===== src/hdl/lcps_pkg.sv =====
// lcps_pkg: shared widths, reset values, register codes and types for the
// line centroid pi steering block. Depends on nothing; every other file imports it.
package lcps_pkg;

	// sensor array
	localparam int NUM_SENSORS = 8;
	localparam int SAMPLE_W    = 8;
	localparam int POSN_W      = $clog2(NUM_SENSORS + 1);
	localparam int WD_W        = SAMPLE_W + POSN_W;
	localparam int BOT_W       = $clog2(NUM_SENSORS * 255 + 1);
	localparam int TOP_W       = $clog2(255 * NUM_SENSORS * (NUM_SENSORS + 1) / 2 + 1);

	// centroid divide, result in q4.8
	localparam int POS_FRAC  = 8;
	localparam int POS_W     = 12;
	localparam int DIVD_W    = TOP_W + POS_FRAC;
	localparam int DIV_CNT_W = $clog2(DIVD_W);
	localparam int SETP_MID  = (NUM_SENSORS + 1) * 128;

	// pi arithmetic
	localparam int GAIN_W     = 16;
	localparam int INTEG_W    = 32;
	localparam int SPEED_W    = 24;
	localparam int FRAC_SHIFT = 24;

	// configuration port
	localparam int PADDR_W = 5;
	localparam int PDATA_W = 32;

	localparam logic [SAMPLE_W-1:0]     WHITE_RST = 8'd255;
	localparam logic signed [1:0]       LINE_RST  = 2'sd1;
	localparam logic [GAIN_W-1:0]       BASE_RST  = 16'd9830;
	localparam logic [GAIN_W-1:0]       KP_RST    = 16'd655;
	localparam logic [GAIN_W-1:0]       KI_RST    = 16'd328;

	typedef enum logic [2:0] {
		REG_WHITE_LEVEL,
		REG_LINE_CHOICE,
		REG_BASE_SPEED,
		REG_PROP_GAIN,
		REG_INTEG_GAIN
	} reg_idx_t;

	typedef enum logic [2:0] {
		ST_IDLE,
		ST_MERGE,
		ST_CHECK,
		ST_DIV,
		ST_MUL,
		ST_ACC,
		ST_CORR,
		ST_OUT
	} state_t;

	typedef logic [NUM_SENSORS-1:0][SAMPLE_W-1:0] dark_vec_t;
	typedef logic [NUM_SENSORS-1:0][WD_W-1:0]     wdark_vec_t;

	// step enables from the sequencer to the pi unit
	typedef struct packed {
		logic mul_en;
		logic acc_en;
		logic corr_en;
	} pi_ctrl_t;

endpackage


===== src/hdl/lcps_in_if.sv =====
// lcps_in_if: request channel carrying one set of raw sensor samples.
// Depends on lcps_pkg for the sample width.
interface lcps_in_if;
	import lcps_pkg::*;

	logic                valid;
	logic                ready;
	logic [SAMPLE_W-1:0] sample_0;
	logic [SAMPLE_W-1:0] sample_1;
	logic [SAMPLE_W-1:0] sample_2;
	logic [SAMPLE_W-1:0] sample_3;
	logic [SAMPLE_W-1:0] sample_4;
	logic [SAMPLE_W-1:0] sample_5;
	logic [SAMPLE_W-1:0] sample_6;
	logic [SAMPLE_W-1:0] sample_7;

	modport source (
		output valid, sample_0, sample_1, sample_2, sample_3,
		output sample_4, sample_5, sample_6, sample_7,
		input  ready
	);

	modport sink (
		input  valid, sample_0, sample_1, sample_2, sample_3,
		input  sample_4, sample_5, sample_6, sample_7,
		output ready
	);

endinterface


===== src/hdl/lcps_out_if.sv =====
// lcps_out_if: result channel carrying wheel speeds and line position.
// Depends on lcps_pkg for the field widths.
interface lcps_out_if;
	import lcps_pkg::*;

	logic                      valid;
	logic                      ready;
	logic signed [SPEED_W-1:0] left_speed;
	logic signed [SPEED_W-1:0] right_speed;
	logic [POS_W-1:0]          line_position;
	logic                      no_line;

	modport source (
		output valid, left_speed, right_speed, line_position, no_line,
		input  ready
	);

	modport sink (
		input  valid, left_speed, right_speed, line_position, no_line,
		output ready
	);

endinterface


===== src/hdl/lcps_lane.sv =====
// lcps_lane: one sensor lane, darkness and position-weighted darkness.
// Depends on lcps_pkg.
module lcps_lane (
	input  logic                          clk,
	input  logic                          en,
	input  logic [lcps_pkg::SAMPLE_W-1:0] sample,
	input  logic [lcps_pkg::SAMPLE_W-1:0] white_level,
	input  logic [lcps_pkg::POSN_W-1:0]   weight,
	output logic [lcps_pkg::SAMPLE_W-1:0] dark_s1,
	output logic [lcps_pkg::WD_W-1:0]     wdark_s1
);
	import lcps_pkg::*;

	logic [SAMPLE_W-1:0] dark;

	// bright samples clamp to zero darkness
	assign dark = (white_level > sample) ? (white_level - sample) : '0;

	always_ff @(posedge clk) begin
		if (en) begin
			dark_s1  <= dark;
			wdark_s1 <= WD_W'(weight) * WD_W'(dark);
		end
	end

endmodule


===== src/hdl/lcps_merge.sv =====
// lcps_merge: sums the lane results into centroid numerator and denominator.
// Depends on lcps_pkg.
module lcps_merge (
	input  logic                       clk,
	input  logic                       en,
	input  lcps_pkg::dark_vec_t        dark,
	input  lcps_pkg::wdark_vec_t       wdark,
	output logic [lcps_pkg::TOP_W-1:0] top_s2,
	output logic [lcps_pkg::BOT_W-1:0] bottom_s2
);
	import lcps_pkg::*;

	logic [TOP_W-1:0] top_sum;
	logic [BOT_W-1:0] bot_sum;

	always_comb begin
		top_sum = '0;
		bot_sum = '0;
		for (int i = 0; i < NUM_SENSORS; i++) begin
			top_sum = top_sum + TOP_W'(wdark[i]);
			bot_sum = bot_sum + BOT_W'(dark[i]);
		end
	end

	always_ff @(posedge clk) begin
		if (en) begin
			top_s2    <= top_sum;
			bottom_s2 <= bot_sum;
		end
	end

endmodule


===== src/hdl/lcps_div.sv =====
// lcps_div: restoring divider, one quotient bit per cycle.
// Depends on lcps_pkg; divisor must be nonzero when started.
module lcps_div (
	input  logic                        clk,
	input  logic                        arst_n,
	input  logic                        start,
	input  logic [lcps_pkg::DIVD_W-1:0] dividend,
	input  logic [lcps_pkg::BOT_W-1:0]  divisor,
	output logic                        done,
	output logic [lcps_pkg::DIVD_W-1:0] quotient
);
	import lcps_pkg::*;

	logic                 busy_q;
	logic [DIV_CNT_W-1:0] cnt_q;
	logic [BOT_W-1:0]     rem_q;
	logic [DIVD_W-1:0]    quo_q;
	logic [BOT_W:0]       trial;
	logic                 take;

	assign trial    = {rem_q, quo_q[DIVD_W-1]};
	assign take     = (trial >= {1'b0, divisor});
	assign done     = busy_q && (cnt_q == DIV_CNT_W'(DIVD_W - 1));
	assign quotient = quo_q;

	always_ff @(posedge clk or negedge arst_n) begin
		if (!arst_n) begin
			busy_q <= 1'b0;
			cnt_q  <= '0;
		end else if (start) begin
			busy_q <= 1'b1;
			cnt_q  <= '0;
		end else if (busy_q) begin
			cnt_q <= cnt_q + 1'b1;
			if (done) begin
				busy_q <= 1'b0;
			end
		end
	end

	always_ff @(posedge clk) begin
		if (start) begin
			rem_q <= '0;
			quo_q <= dividend;
		end else if (busy_q) begin
			rem_q <= take ? BOT_W'(trial - {1'b0, divisor}) : trial[BOT_W-1:0];
			quo_q <= {quo_q[DIVD_W-2:0], take};
		end
	end

endmodule


===== src/hdl/lcps_pi.sv =====
// lcps_pi: error, saturating integrator, correction product and wheel speeds.
// Depends on lcps_pkg; stepped by the sequencer through pi_ctrl_t.
module lcps_pi (
	input  logic                               clk,
	input  logic                               arst_n,
	input  lcps_pkg::pi_ctrl_t                 ctrl,
	input  logic [lcps_pkg::POS_W-1:0]         pos,
	input  logic                               no_line,
	input  logic signed [1:0]                  line_choice,
	input  logic [lcps_pkg::GAIN_W-1:0]        base_speed,
	input  logic [lcps_pkg::GAIN_W-1:0]        prop_gain,
	input  logic [lcps_pkg::GAIN_W-1:0]        integ_gain,
	output logic signed [lcps_pkg::SPEED_W-1:0] left_speed,
	output logic signed [lcps_pkg::SPEED_W-1:0] right_speed
);
	import lcps_pkg::*;

	localparam int DIFF_W  = POS_W + 2;
	localparam int EIP_W   = POS_W + GAIN_W;
	localparam int PROD_W  = INTEG_W + 1 + GAIN_W;
	localparam int DELTA_W = PROD_W - FRAC_SHIFT;
	localparam int SUM_W   = DELTA_W + 2;

	logic signed [DIFF_W-1:0]  lc_ext;
	logic signed [DIFF_W-1:0]  setp;
	logic signed [DIFF_W-1:0]  diff;
	logic [POS_W-1:0]          err;
	logic [POS_W-1:0]          err_s1;
	logic                      lt_s1;
	logic                      gt_s1;
	logic [EIP_W-1:0]          eiprod_s1;
	logic [INTEG_W-1:0]        integ_q;
	logic [INTEG_W:0]          acc_sum;
	logic [INTEG_W:0]          corr_sum;
	logic [PROD_W-1:0]         corr_prod;
	logic [DELTA_W-1:0]        delta_s2;
	logic signed [SUM_W-1:0]   base_x;
	logic signed [SUM_W-1:0]   plus;
	logic signed [SUM_W-1:0]   minus;
	logic signed [SPEED_W-1:0] base_o;
	logic signed [SPEED_W-1:0] plus_o;
	logic signed [SPEED_W-1:0] minus_o;

	function automatic logic signed [SPEED_W-1:0] sat_speed(input logic signed [SUM_W-1:0] v);
		logic [SUM_W-SPEED_W:0] hi;
		begin
			hi = v[SUM_W-1:SPEED_W-1];
			if ((hi == '0) || (hi == '1)) begin
				sat_speed = v[SPEED_W-1:0];
			end else if (v[SUM_W-1]) begin
				sat_speed = {1'b1, {(SPEED_W-1){1'b0}}};
			end else begin
				sat_speed = {1'b0, {(SPEED_W-1){1'b1}}};
			end
		end
	endfunction

	// set point is the array middle shifted by whole sensor positions
	assign lc_ext = DIFF_W'(line_choice);
	assign setp   = DIFF_W'(SETP_MID) + (lc_ext <<< POS_FRAC);
	assign diff   = $signed({2'b00, pos}) - setp;
	assign err    = diff[DIFF_W-1] ? POS_W'(-diff) : POS_W'(diff);

	assign acc_sum   = {1'b0, integ_q} + (INTEG_W + 1)'(eiprod_s1);
	assign corr_sum  = (INTEG_W + 1)'({err_s1, 16'b0}) + {1'b0, integ_q};
	assign corr_prod = PROD_W'(corr_sum) * PROD_W'(prop_gain);

	always_ff @(posedge clk) begin
		if (ctrl.mul_en) begin
			err_s1    <= err;
			lt_s1     <= diff[DIFF_W-1];
			gt_s1     <= !diff[DIFF_W-1] && (diff != '0);
			eiprod_s1 <= EIP_W'(err) * EIP_W'(integ_gain);
		end
		if (ctrl.corr_en) begin
			delta_s2 <= corr_prod[PROD_W-1:FRAC_SHIFT];
		end
	end

	// integrator saturates at all ones
	always_ff @(posedge clk or negedge arst_n) begin
		if (!arst_n) begin
			integ_q <= '0;
		end else if (ctrl.acc_en) begin
			integ_q <= acc_sum[INTEG_W] ? '1 : acc_sum[INTEG_W-1:0];
		end
	end

	assign base_x  = SUM_W'(base_speed);
	assign plus    = base_x + SUM_W'(delta_s2);
	assign minus   = base_x - SUM_W'(delta_s2);
	assign base_o  = SPEED_W'(base_speed);
	assign plus_o  = sat_speed(plus);
	assign minus_o = sat_speed(minus);

	always_comb begin
		left_speed  = base_o;
		right_speed = base_o;
		if (!no_line) begin
			if (lt_s1) begin
				left_speed  = plus_o;
				right_speed = minus_o;
			end else if (gt_s1) begin
				left_speed  = minus_o;
				right_speed = plus_o;
			end
		end
	end

endmodule


===== src/hdl/line_centroid_pi_steering_core.sv =====
// line_centroid_pi_steering_core: top level of the line follower steering block.
// Depends on lcps_pkg, lcps_in_if, lcps_out_if, lcps_lane, lcps_merge, lcps_div, lcps_pi.
//
// usage
//  - in_ch takes one request of eight raw sensor samples; out_ch returns one
//    result per request: left and right wheel speed, line position in q4.8
//    and a no-line flag
//  - registers sit on the apb-style port at byte addresses 0,4,8,12,16:
//    white level, line choice, base speed, kp, ki; pready is always high and
//    reads return the register value
//  - one request at a time: in_ch.ready is high only while the sequencer is
//    idle; a request with a line goes through the merge, check, the 22-step
//    centroid divider and the pi steps before it reaches the result register;
//    with no line the divide and pi steps are skipped
//  - the next request is accepted as soon as the sequencer returns to idle,
//    even while the previous result still waits in the output register
//  - when the receiver stalls, a finished result waits in the sequencer's
//    output step until the output register frees up; nothing is dropped
//  - reset clears the integrator, the sequencer and the output valid flag,
//    and loads the register defaults
//  - configuration must be written only while idle; the block does not enforce this
module line_centroid_pi_steering_core (
	input  logic                          clk,
	input  logic                          arst_n,
	lcps_in_if.sink                       in_ch,
	lcps_out_if.source                    out_ch,
	input  logic                          psel,
	input  logic                          penable,
	input  logic                          pwrite,
	input  logic [lcps_pkg::PADDR_W-1:0]  paddr,
	input  logic [lcps_pkg::PDATA_W-1:0]  pwdata,
	output logic [lcps_pkg::PDATA_W-1:0]  prdata,
	output logic                          pready
);
	import lcps_pkg::*;

	// configuration registers
	logic [SAMPLE_W-1:0] white_q;
	logic signed [1:0]   line_q;
	logic [GAIN_W-1:0]   base_q;
	logic [GAIN_W-1:0]   kp_q;
	logic [GAIN_W-1:0]   ki_q;
	reg_idx_t            reg_idx;
	logic                cfg_wr;

	// sequencer
	state_t   state_q;
	state_t   state_d;
	logic     in_acc;
	logic     merge_en;
	logic     div_start;
	logic     div_done;
	logic     out_load;
	logic     no_line_q;
	pi_ctrl_t pi_ctrl;

	// datapath
	logic [NUM_SENSORS-1:0][SAMPLE_W-1:0] samples;
	dark_vec_t         dark_s1;
	wdark_vec_t        wdark_s1;
	logic [TOP_W-1:0]  top_s2;
	logic [BOT_W-1:0]  bottom_s2;
	logic [DIVD_W-1:0] quotient;
	logic [POS_W-1:0]  pos;
	logic signed [SPEED_W-1:0] left_w;
	logic signed [SPEED_W-1:0] right_w;

	// output register
	logic                      out_valid_q;
	logic signed [SPEED_W-1:0] left_q;
	logic signed [SPEED_W-1:0] right_q;
	logic [POS_W-1:0]          pos_q;
	logic                      nl_q;

	// ---------------- configuration port ----------------
	assign pready  = 1'b1;
	assign reg_idx = reg_idx_t'(paddr[PADDR_W-1:2]);
	assign cfg_wr  = psel && penable && pwrite && pready;

	always_ff @(posedge clk or negedge arst_n) begin
		if (!arst_n) begin
			white_q <= WHITE_RST;
			line_q  <= LINE_RST;
			base_q  <= BASE_RST;
			kp_q    <= KP_RST;
			ki_q    <= KI_RST;
		end else if (cfg_wr) begin
			case (reg_idx)
				REG_WHITE_LEVEL: white_q <= pwdata[SAMPLE_W-1:0];
				REG_LINE_CHOICE: line_q  <= pwdata[1:0];
				REG_BASE_SPEED:  base_q  <= pwdata[GAIN_W-1:0];
				REG_PROP_GAIN:   kp_q    <= pwdata[GAIN_W-1:0];
				REG_INTEG_GAIN:  ki_q    <= pwdata[GAIN_W-1:0];
				default: ;
			endcase
		end
	end

	// reads zero-extend, line choice keeps its raw two-bit code
	always_comb begin
		case (reg_idx)
			REG_WHITE_LEVEL: prdata = PDATA_W'(white_q);
			REG_LINE_CHOICE: prdata = PDATA_W'(unsigned'(line_q));
			REG_BASE_SPEED:  prdata = PDATA_W'(base_q);
			REG_PROP_GAIN:   prdata = PDATA_W'(kp_q);
			REG_INTEG_GAIN:  prdata = PDATA_W'(ki_q);
			default:         prdata = '0;
		endcase
	end

	// ---------------- lanes ----------------
	assign samples[0] = in_ch.sample_0;
	assign samples[1] = in_ch.sample_1;
	assign samples[2] = in_ch.sample_2;
	assign samples[3] = in_ch.sample_3;
	assign samples[4] = in_ch.sample_4;
	assign samples[5] = in_ch.sample_5;
	assign samples[6] = in_ch.sample_6;
	assign samples[7] = in_ch.sample_7;

	// each lane registers its darkness on the accepting edge
	for (genvar i = 0; i < NUM_SENSORS; i++) begin : g_lane
		lcps_lane u_lane (
			.clk         (clk),
			.en          (in_acc),
			.sample      (samples[i]),
			.white_level (white_q),
			.weight      (POSN_W'(i + 1)),
			.dark_s1     (dark_s1[i]),
			.wdark_s1    (wdark_s1[i])
		);
	end

	// ---------------- merge and centroid divide ----------------
	lcps_merge u_merge (
		.clk       (clk),
		.en        (merge_en),
		.dark      (dark_s1),
		.wdark     (wdark_s1),
		.top_s2    (top_s2),
		.bottom_s2 (bottom_s2)
	);

	// centroid = floor(256 * top / bottom)
	lcps_div u_div (
		.clk      (clk),
		.arst_n   (arst_n),
		.start    (div_start),
		.dividend ({top_s2, {POS_FRAC{1'b0}}}),
		.divisor  (bottom_s2),
		.done     (div_done),
		.quotient (quotient)
	);

	// saturate position to the q4.8 field
	assign pos = (quotient[DIVD_W-1:POS_W] != '0) ? '1 : quotient[POS_W-1:0];

	// ---------------- pi unit ----------------
	lcps_pi u_pi (
		.clk         (clk),
		.arst_n      (arst_n),
		.ctrl        (pi_ctrl),
		.pos         (pos),
		.no_line     (no_line_q),
		.line_choice (line_q),
		.base_speed  (base_q),
		.prop_gain   (kp_q),
		.integ_gain  (ki_q),
		.left_speed  (left_w),
		.right_speed (right_w)
	);

	// ---------------- sequencer ----------------
	assign in_ch.ready = (state_q == ST_IDLE);
	assign in_acc      = in_ch.valid && in_ch.ready;

	always_ff @(posedge clk or negedge arst_n) begin
		if (!arst_n) begin
			state_q   <= ST_IDLE;
			no_line_q <= 1'b0;
		end else begin
			state_q <= state_d;
			if (state_q == ST_CHECK) begin
				no_line_q <= (bottom_s2 == '0);
			end
		end
	end

	always_comb begin
		state_d         = state_q;
		merge_en        = 1'b0;
		div_start       = 1'b0;
		out_load        = 1'b0;
		pi_ctrl         = '0;
		case (state_q)
			ST_IDLE: begin
				if (in_acc) state_d = ST_MERGE;
			end
			ST_MERGE: begin
				merge_en = 1'b1;
				state_d  = ST_CHECK;
			end
			// zero total darkness skips the divide and holds the integrator
			ST_CHECK: begin
				if (bottom_s2 == '0) begin
					state_d = ST_OUT;
				end else begin
					div_start = 1'b1;
					state_d   = ST_DIV;
				end
			end
			ST_DIV: begin
				if (div_done) state_d = ST_MUL;
			end
			ST_MUL: begin
				pi_ctrl.mul_en = 1'b1;
				state_d        = ST_ACC;
			end
			ST_ACC: begin
				pi_ctrl.acc_en = 1'b1;
				state_d        = ST_CORR;
			end
			ST_CORR: begin
				pi_ctrl.corr_en = 1'b1;
				state_d         = ST_OUT;
			end
			// wait here while the output register is still held by the receiver
			ST_OUT: begin
				if (!out_valid_q || out_ch.ready) begin
					out_load = 1'b1;
					state_d  = ST_IDLE;
				end
			end
			default: state_d = ST_IDLE;
		endcase
	end

	// ---------------- output register ----------------
	always_ff @(posedge clk or negedge arst_n) begin
		if (!arst_n) begin
			out_valid_q <= 1'b0;
		end else if (out_load) begin
			out_valid_q <= 1'b1;
		end else if (out_ch.ready) begin
			out_valid_q <= 1'b0;
		end
	end

	always_ff @(posedge clk) begin
		if (out_load) begin
			left_q  <= left_w;
			right_q <= right_w;
			pos_q   <= no_line_q ? '0 : pos;
			nl_q    <= no_line_q;
		end
	end

	assign out_ch.valid         = out_valid_q;
	assign out_ch.left_speed    = left_q;
	assign out_ch.right_speed   = right_q;
	assign out_ch.line_position = pos_q;
	assign out_ch.no_line       = nl_q;

endmodule


===== src/flat_wrapper.sv =====
// flat-port wrapper written by rule: the top's interface ports become plain ports
module line_centroid_pi_steering_core_flat import lcps_pkg::*;
  (clk, arst_n, psel, penable, pwrite, paddr, pwdata, prdata, pready, in_ch_valid, in_ch_sample_0, in_ch_sample_1, in_ch_sample_2, in_ch_sample_3, in_ch_sample_4, in_ch_sample_5, in_ch_sample_6, in_ch_sample_7, in_ch_ready, out_ch_valid, out_ch_left_speed, out_ch_right_speed, out_ch_line_position, out_ch_no_line, out_ch_ready);
  lcps_in_if in_ch_i ();
  lcps_out_if out_ch_i ();
  input  logic clk;
  input  logic arst_n;
  input  logic psel;
  input  logic penable;
  input  logic pwrite;
  input  logic [lcps_pkg::PADDR_W-1:0] paddr;
  input  logic [lcps_pkg::PDATA_W-1:0] pwdata;
  output logic [lcps_pkg::PDATA_W-1:0] prdata;
  output logic pready;
  input wire logic [$bits(in_ch_i.valid)-1:0] in_ch_valid;
  input wire logic [$bits(in_ch_i.sample_0)-1:0] in_ch_sample_0;
  input wire logic [$bits(in_ch_i.sample_1)-1:0] in_ch_sample_1;
  input wire logic [$bits(in_ch_i.sample_2)-1:0] in_ch_sample_2;
  input wire logic [$bits(in_ch_i.sample_3)-1:0] in_ch_sample_3;
  input wire logic [$bits(in_ch_i.sample_4)-1:0] in_ch_sample_4;
  input wire logic [$bits(in_ch_i.sample_5)-1:0] in_ch_sample_5;
  input wire logic [$bits(in_ch_i.sample_6)-1:0] in_ch_sample_6;
  input wire logic [$bits(in_ch_i.sample_7)-1:0] in_ch_sample_7;
  output wire logic [$bits(in_ch_i.ready)-1:0] in_ch_ready;
  output wire logic [$bits(out_ch_i.valid)-1:0] out_ch_valid;
  output wire logic [$bits(out_ch_i.left_speed)-1:0] out_ch_left_speed;
  output wire logic [$bits(out_ch_i.right_speed)-1:0] out_ch_right_speed;
  output wire logic [$bits(out_ch_i.line_position)-1:0] out_ch_line_position;
  output wire logic [$bits(out_ch_i.no_line)-1:0] out_ch_no_line;
  input wire logic [$bits(out_ch_i.ready)-1:0] out_ch_ready;
  assign in_ch_i.valid = in_ch_valid;
  assign in_ch_i.sample_0 = in_ch_sample_0;
  assign in_ch_i.sample_1 = in_ch_sample_1;
  assign in_ch_i.sample_2 = in_ch_sample_2;
  assign in_ch_i.sample_3 = in_ch_sample_3;
  assign in_ch_i.sample_4 = in_ch_sample_4;
  assign in_ch_i.sample_5 = in_ch_sample_5;
  assign in_ch_i.sample_6 = in_ch_sample_6;
  assign in_ch_i.sample_7 = in_ch_sample_7;
  assign in_ch_ready = in_ch_i.ready;
  assign out_ch_valid = out_ch_i.valid;
  assign out_ch_left_speed = out_ch_i.left_speed;
  assign out_ch_right_speed = out_ch_i.right_speed;
  assign out_ch_line_position = out_ch_i.line_position;
  assign out_ch_no_line = out_ch_i.no_line;
  assign out_ch_i.ready = out_ch_ready;
  line_centroid_pi_steering_core u_core (.clk(clk), .arst_n(arst_n), .in_ch(in_ch_i), .out_ch(out_ch_i), .psel(psel), .penable(penable), .pwrite(pwrite), .paddr(paddr), .pwdata(pwdata), .prdata(prdata), .pready(pready));
endmodule

===== config.mk =====
export PLATFORM = sky130hd
export DESIGN_NAME = line_centroid_pi_steering_core_flat
export DESIGN_NICKNAME = d
export VERILOG_FILES = /design/src/hdl/lcps_pkg.sv /design/src/hdl/lcps_in_if.sv /design/src/hdl/lcps_out_if.sv /design/src/hdl/lcps_lane.sv /design/src/hdl/lcps_merge.sv /design/src/hdl/lcps_div.sv /design/src/hdl/lcps_pi.sv /design/src/hdl/line_centroid_pi_steering_core.sv /design/src/flat_wrapper.sv
export SDC_FILE = /design/constraint.sdc
export NUM_CORES = 2
export LEC_CHECK = 0
export BUFFER_PORTS_ARGS = -buffer_cell sky130_fd_sc_hd__clkbuf_2
export CORE_ASPECT_RATIO = 1.2
export CORE_MARGIN = 3
export CORE_UTILIZATION = 55
export CTS_CLUSTER_SIZE = 25
export DETAILED_ROUTE_END_ITERATION = 8
export PLACE_DENSITY_LB_ADDON = 0.05
export SKIP_CTS_REPAIR_TIMING = 1
export SLEW_MARGIN = 20
export SYNTH_ARGS = -nofsm -noshare
export SYNTH_HDL_FRONTEND = slang
export SYNTH_SLANG_ARGS = --single-unit
export TNS_END_PERCENT = 1

===== constraint.sdc =====
create_clock -name clk -period 11.15 [get_ports clk]
set_input_delay 2.23 -clock clk [delete_from_list [all_inputs] [get_ports clk]]
set_output_delay 2.23 -clock clk [all_outputs]
set_load 0.1 [all_outputs]

# After elaboration in Yosys (flattened, before gate mapping)
# Index checks and enable logic that the tools add are counted.
# classes
mux,41
n_addsub,31
reduce_logical,25
mul,6
eq_ne,17
magnitude_cmp,9
# ops
cell,n
two-way mux 24 bit,8
case mux 16 bit (5 select lines),1
> comparator 8 bit,8
subtractor 8 bit,8
multiplier 33 x 16 -> 49 bit,1
adder 11 x 8 -> 11 bit,4
two-way mux 22 bit,2
adder 14 x 12 -> 14 bit,3
adder 28 x 32 -> 33 bit,1
adder 32 x 28 -> 33 bit,1
two-way mux 16 bit,2
two-way mux 32 bit,1
two-way mux 8 bit,4
multiplier 12 x 16 -> 28 bit,1
adder 16 x 25 -> 26 bit,1
subtractor 16 x 25 -> 26 bit,1
two-way mux 12 bit,2
case mux 3 bit (8 select lines),1
"multiplier 3 x 8 -> 11 bit, first input constant",2
"multiplier 2 x 8 -> 10 bit, first input constant",2
"equality test 3 bit, second input constant",5
adder 13 x 10 -> 14 bit,1
adder 14 x 11 -> 14 bit,1
nonzero test 14 bit,1
other kinds (32),67
# totals
reg_bits,398
elab_cells,168
out_inout_bits,96
input_bits,108

# Longest topological paths before layout
# logic_depth
word_depth,7
mapped_depth,37

# Cells and area by module
# From an unflattened synthesis, not the netlist that was laid out.
# unflattened
cells_unflattened,6050
hier_area_um2,58731.3
# modules_own_cells
mod,cells_each,n_inst,area_each_um2,seq_area_each_um2
lcps_pi,3440,1,30112.6,2812.7
lcps_lane,198,8,2033.2,600.6
line_centroid_pi_steering_core,333,1,5190.0,3439.5
lcps_merge,482,1,4837.1,750.7
lcps_div,211,1,2326.0,1031.0

# Least setup slack after synthesis
# OpenSTA, ideal clock, no wires.
# synth_path
path_kind,register to register
startpoint,"register u_core.u_div.quo_q[21], in the netlist u_core.u_div.quotient[21]"
endpoint,register u_core.u_pi.eiprod_s1[21] (data pin)
path_slack_ps,2864
path_stages_with_launch,32
arrival_ps,8029
n_path_buf,2
cell_sequence,edfxtp_1 or4_1 or3_1 buf_2 nor2_1 inv_1 ha_1 or3_1 a21o_1 a21oi_1 xnor2_1 nor4_1 nor2_1 xor2_1 buf_2 and2_1 fa_1 inv_1 fa_1 fa_1 fa_1 fa_1 inv_1 ha_1 or2_2 o2111ai_1 nand3_1 a31o_2 a21o_1 nand2_1 mux2i_1 nor3_1
# synth_via
elab_chain_cells,6
# synth_lines
item,line_no,source
from (decl),lcps_div.sv:17,logic [DIVD_W-1:0] quo_q;
from (signal assigned),lcps_div.sv:44,quo_q <= dividend;
from (signal assigned),lcps_div.sv:47,"quo_q <= {quo_q[DIVD_W-2:0], take};"
nonzero test 10 bit *,line_centroid_pi_steering_core.sv:156,assign pos = (quotient[DIVD_W-1:POS_W] != '0) ? '1 : quotient[POS_W-1:0];
two-way mux 12 bit *,line_centroid_pi_steering_core.sv:156,
net u_core.pos[3],line_centroid_pi_steering_core.sv:64,logic [POS_W-1:0] pos;
subtractor 13 x 13 -> 14 bit *,lcps_pi.sv:61,"assign diff = $signed({2'b00, pos}) - setp;"
negation 12 bit,lcps_pi.sv:62,assign err = diff[DIFF_W-1] ? POS_W'(-diff) : POS_W'(diff);
two-way mux 12 bit *,lcps_pi.sv:62,
net u_core.u_pi.err[9],lcps_pi.sv:27,logic [POS_W-1:0] err;
multiplier 12 x 16 -> 28 bit *,lcps_pi.sv:73,eiprod_s1 <= EIP_W'(err) * EIP_W'(integ_gain);
to (signal assigned),lcps_pi.sv:73,
to (decl),lcps_pi.sv:31,logic [EIP_W-1:0] eiprod_s1;
# The timed path passes the listed nets; every way through them passes the cells marked *.
# A chain may end at the register's enable or synchronous reset.

# Final worst setup path
# layout_path
startpoint,"register u_core.u_div.quo_q[21], in the netlist u_core.u_div.quotient[21]"
endpoint,register u_core.u_pi.eiprod_s1[27] (data pin)
# layout_via
elab_chain_cells,6
# layout_lines
item,line_no
nonzero test 10 bit *,line_centroid_pi_steering_core.sv:156
two-way mux 12 bit *,line_centroid_pi_steering_core.sv:156
net u_core.pos[6],line_centroid_pi_steering_core.sv:64
subtractor 13 x 13 -> 14 bit *,lcps_pi.sv:61
negation 12 bit,lcps_pi.sv:62
two-way mux 12 bit *,lcps_pi.sv:62
multiplier 12 x 16 -> 28 bit *,lcps_pi.sv:73
# Marks and branches as above.

==> results.md <==
- Outcome: completed
- Unrepaired setup endpoints after global routing: no
- Fraction of post-synthesis cell area in the top cell type by area: 0.287
- Leading post-synthesis cells by instance count: 887 x sky130_fd_sc_hd__inv_1, 696 x sky130_fd_sc_hd__fa_1, 659 x sky130_fd_sc_hd__nand2_1
- Ratio of final minimum period to clock period: 0.857
- Sink of the worst hold path: u_core.u_div.rem_q[10]$_SDFFE_PP0P_
- Post-Syn Area: 48600 sq um
- Filler cells: approximately 7700
- Biggest area consumer among synthesized cells: sky130_fd_sc_hd__fa_1
- Min-Delay Path Depth: 2
- Critical R2R Capture: u_core.u_pi.eiprod_s1[27]$_DFFE_PP_
- Vias per inst: roughly 5.6
- Biggest cell delay along the critical path: between 0.6 and 0.7 ns
- Vias post-DR: around 35000
- Synth area leaders: sky130_fd_sc_hd__fa_1 29%, sky130_fd_sc_hd__edfxtp_1 17%, sky130_fd_sc_hd__ha_1 11%, sky130_fd_sc_hd__inv_1 6.8%, sky130_fd_sc_hd__nand2_1 5.1%
- Mapped Cells: 5093
- Top-Level Pins: 204
- Number of cells in the design after placement: a little over 6000
- Area of combinational cells with multiple inputs: 33600 sq um
- Core Footprint: 87000 sq um
- Die Y-Extent: 332 microns
- Class of the tightest hold or removal check: reg -> reg
- Required time at the endpoint of the critical path: between 10 and 15 ns
- Clk sink count: 388
- Fin crit period: 9.56 ns
- Number of register bits inferred by synthesis: 388
- Crit-path most repeated cell: sky130_fd_sc_hd__fa_1
- Xor/xnor share of the synthesized area: 0.0404
- Fraction of the mapped netlist area in compound gates: 0.0873
- Hpwl dp: slightly below 100000 microns
- Main combinational cell family by area after synthesis: adder cells
- Finish-stage setup viols: 0
- Setup Crit Path Kind: reg -> reg
- Combined global-route utilization of all metal layers: 0.279
- Area Overhead vs Synth: 6.90%
- Post-synthesis sequential area ratio: 0.226
- Final Hold Viols: 0
- Share of synthesized cell area in full adder, half adder and majority cells: 0.395
- Ratio of cells with drive above 1 in the final layout: 0.0823
- Flop-to-flop setup slack: 1.59 ns
- Root buffer cell: sky130_fd_sc_hd__clkbuf_16
- Port-buffer cells: 168
- Cell with the most instances after synthesis: sky130_fd_sc_hd__inv_1
- Drc violations: 0
- Multiplexer fraction of the synthesized cell area: 0.0196
- Final cell utilization of the core: 0.598
- Number of enable flip-flop cells after synthesis: 268
- Worst Max-Slew Pin Slew: 1.18 ns
- Library cells used by synthesis: 85
- Number of global-route vias before repair: 36500
- Number of clock buffers inserted by TritonCTS: between 40 and 50
- Number of iterations in the first detailed-routing pass: 7
- Clock input transition at the sequential cells of the worst setup and hold paths: 0.06 ns
- Num rows: 118
- Area fraction in and, or, nand and nor cells after synthesis: 0.144
- Maximum number of buffers from clock root to sink: 3
- Worst slew margin: 0.214
- Final standard cell count with taps included and fillers excluded: about 6300
- Sum of overflow across all layers after global routing: 0
- Total Routed Length: 126000 microns
- Signal arrival time at the worst endpoint: between 9 and 10 ns
- CTS H-tree lvls: 2
- Initial antenna violation count: 5
- Number of pins with negative max-slew slack in the final report: 0
- Worst-case clock skew: between 0.03 and 0.04 ns
- Maximum fanout along the worst path: 13
- Max-Cap Viols: 0
- Final setup TNS: 0 ns
- Most used flip-flop cell after synthesis: sky130_fd_sc_hd__edfxtp_1
- CTS tree: done
- Die width: ~280 microns
- Number of nets in the finished design: 6364
- Max Clk Rate: 105 MHz
- Final estimated routing congestion in global placement: 0.876
- Per-instance average area after synthesis: 9.55 sq um
- Startpoint type of the worst setup path: register
- Clock insertion delay at the later pin of the skew report: roughly 0.6 ns
- First-pass GRT wire length: 202000 microns
- Source of the worst register-to-register timing path: u_core.u_div.quotient[21]$_DFFE_PP_
- Nature of the critical path endpoint: register
- Standard cell with the maximum stage delay on the critical path: sky130_fd_sc_hd__or4_1
- Wire per inst: 19.9 microns
- Number of warnings issued by yosys: 0
- Initial detailed-routing violation count: between 2000 and 2500
- Worst Reg2Reg Path Length in Cells: 33
- Antenna Diode Count: 0
- Maximum number of pins on one net before global-route repair: 77
- Post-DRT Antenna Nets: 0
- Die footprint: 92000 sq um
- Fraction of synthesis flops using an asynchronous set or reset pin: 0.260
- Initial Utilization: 0.559
- Area occupied by registers: 11000 sq um
- Hold path startpoint: u_core.u_div.rem_q[10]$_SDFFE_PP0P_
[per-stage QoR]
step	worst slack, ns	instance area (sq um)	hold slack [ns]
3_3_place_gp	1.74	50500	0.461
3_5_place_dp	1.64	50500	0.469
6_report	1.59	52000	0.473
2_1_floorplan	2.86	48700	0.423
4_1_cts	1.54	52000	0.478
5_1_grt	1.01	52000	0.493
[metal layers]
layer	global-route usage	up-vias	wire, microns
met2	0.474	999	61600
met5	0	-	27
met4	0.0784	4	3930
met3	0.0399	202	6940
met1	0.373	17600	53400
li1	-	16300	-
[area by class of cell]
cell class | count | area share
Inverter | 890 | 0.0643
Sequential cell | 388 | 0.211
Timing Repair Buffer | 210 | 0.0223
Tap cell | 1140 | 0.0274
Multi-Input combinational cell | 3607 | 0.647
Clock inverter | 16 | 0.00272
Clock buffer | 63 | 0.0249
[worst max path at each step]
stage	startpoint	endpoint	slack [ns]	cells past startpoint
3_5_place_dp	u_core.u_div.quotient[21]$_DFFE_PP_	u_core.u_pi.eiprod_s1[26]$_DFFE_PP_	1.64	32
2_1_floorplan	u_core.u_div.quotient[21]$_DFFE_PP_	u_core.u_pi.eiprod_s1[21]$_DFFE_PP_	2.86	31
4_1_cts	u_core.u_div.quotient[21]$_DFFE_PP_	u_core.u_pi.eiprod_s1[26]$_DFFE_PP_	1.54	32
6_report	u_core.u_div.quotient[21]$_DFFE_PP_	u_core.u_pi.eiprod_s1[27]$_DFFE_PP_	1.59	33
5_1_grt	u_core.u_div.quotient[21]$_DFFE_PP_	u_core.u_pi.eiprod_s1[26]$_DFFE_PP_	1.01	31
3_3_place_gp	u_core.u_div.quotient[21]$_DFFE_PP_	u_core.u_pi.eiprod_s1[27]$_DFFE_PP_	1.74	32
[cells by family after synthesis]
family	Yosys count
buffers and inverters	1113
other	2
muxes	88
adders and majority gates	1116
and+or+nand+nor	1501
AOI/OAI and AO/OA	666
DFF	388
xor gates and xnor gates	219
[cells in the final DEF, fill, tap and decap left out, types with 12 or more instances in the layout]
cell                        count
sky130_fd_sc_hd__inv_1        887
sky130_fd_sc_hd__fa_1         696
sky130_fd_sc_hd__nand2_1      659
sky130_fd_sc_hd__ha_1         420
sky130_fd_sc_hd__nor2_1       277
sky130_fd_sc_hd__edfxtp_1     268
sky130_fd_sc_hd__and2_1       246
sky130_fd_sc_hd__a21oi_1      180
sky130_fd_sc_hd__clkbuf_2     167
sky130_fd_sc_hd__xnor2_1      141
sky130_fd_sc_hd__o21ai_0      133
sky130_fd_sc_hd__a21o_1        83
sky130_fd_sc_hd__dfrtp_1       71
sky130_fd_sc_hd__nor2b_1       63
sky130_fd_sc_hd__mux2_2        59
sky130_fd_sc_hd__xor2_1        58
sky130_fd_sc_hd__nor3_1        53
sky130_fd_sc_hd__o22ai_1       46
sky130_fd_sc_hd__nand2b_1      45
sky130_fd_sc_hd__clkbuf_16     45
sky130_fd_sc_hd__buf_4         43
sky130_fd_sc_hd__nand4_1       42
sky130_fd_sc_hd__nand3_1       33
sky130_fd_sc_hd__o21a_1        32
sky130_fd_sc_hd__o21bai_1      32
sky130_fd_sc_hd__mux2i_1       29
sky130_fd_sc_hd__dfstp_2       25
sky130_fd_sc_hd__a211oi_1      23
sky130_fd_sc_hd__a31oi_1       20
sky130_fd_sc_hd__dfxtp_1       19
sky130_fd_sc_hd__conb_1        17
sky130_fd_sc_hd__o31ai_1       15
sky130_fd_sc_hd__or3_1         12
sky130_fd_sc_hd__a21boi_0      12
[flip-flops by register name (all words and copies together), names as in the netlist, 12 cells and up]
| name | flops |
|---|---|
| u_core.g_lane.u_lane.dark_s1 | 64 |
| u_core.g_lane.u_lane.wdark_s1 | 37 |
| u_core.kp_q | 16 |
| u_core.u_div.quotient | 22 |
| u_core.u_pi.err_s1 | 12 |
| u_core.u_merge.top_s2 | 14 |
| u_core.base_q | 16 |
| u_core.out_ch.right_speed | 24 |
| u_core.out_ch.left_speed | 24 |
| u_core.out_ch.line_position | 12 |
| u_core.u_pi.eiprod_s1 | 28 |
| u_core.u_pi.delta_s2 | 25 |
| u_core.u_pi.integ_q | 32 |
| u_core.ki_q | 16 |
[worst max-delay path: cells and delay by family, from the launching register on]
kind | cells | cell delay (ns)
AO/OA/AOI/OAI | 12 | 2.35
XOR/XNOR | 2 | 0.72
adder cells (fa/ha/maj) | 7 | 3.17
buffers and inverters | 5 | 0.56
flip-flops | 1 | 0.45
AND/OR/NAND/NOR | 7 | 2.02
Power is not shown: default switching activity piles up to over one toggle a cycle in this logic, so the estimate is an artifact.
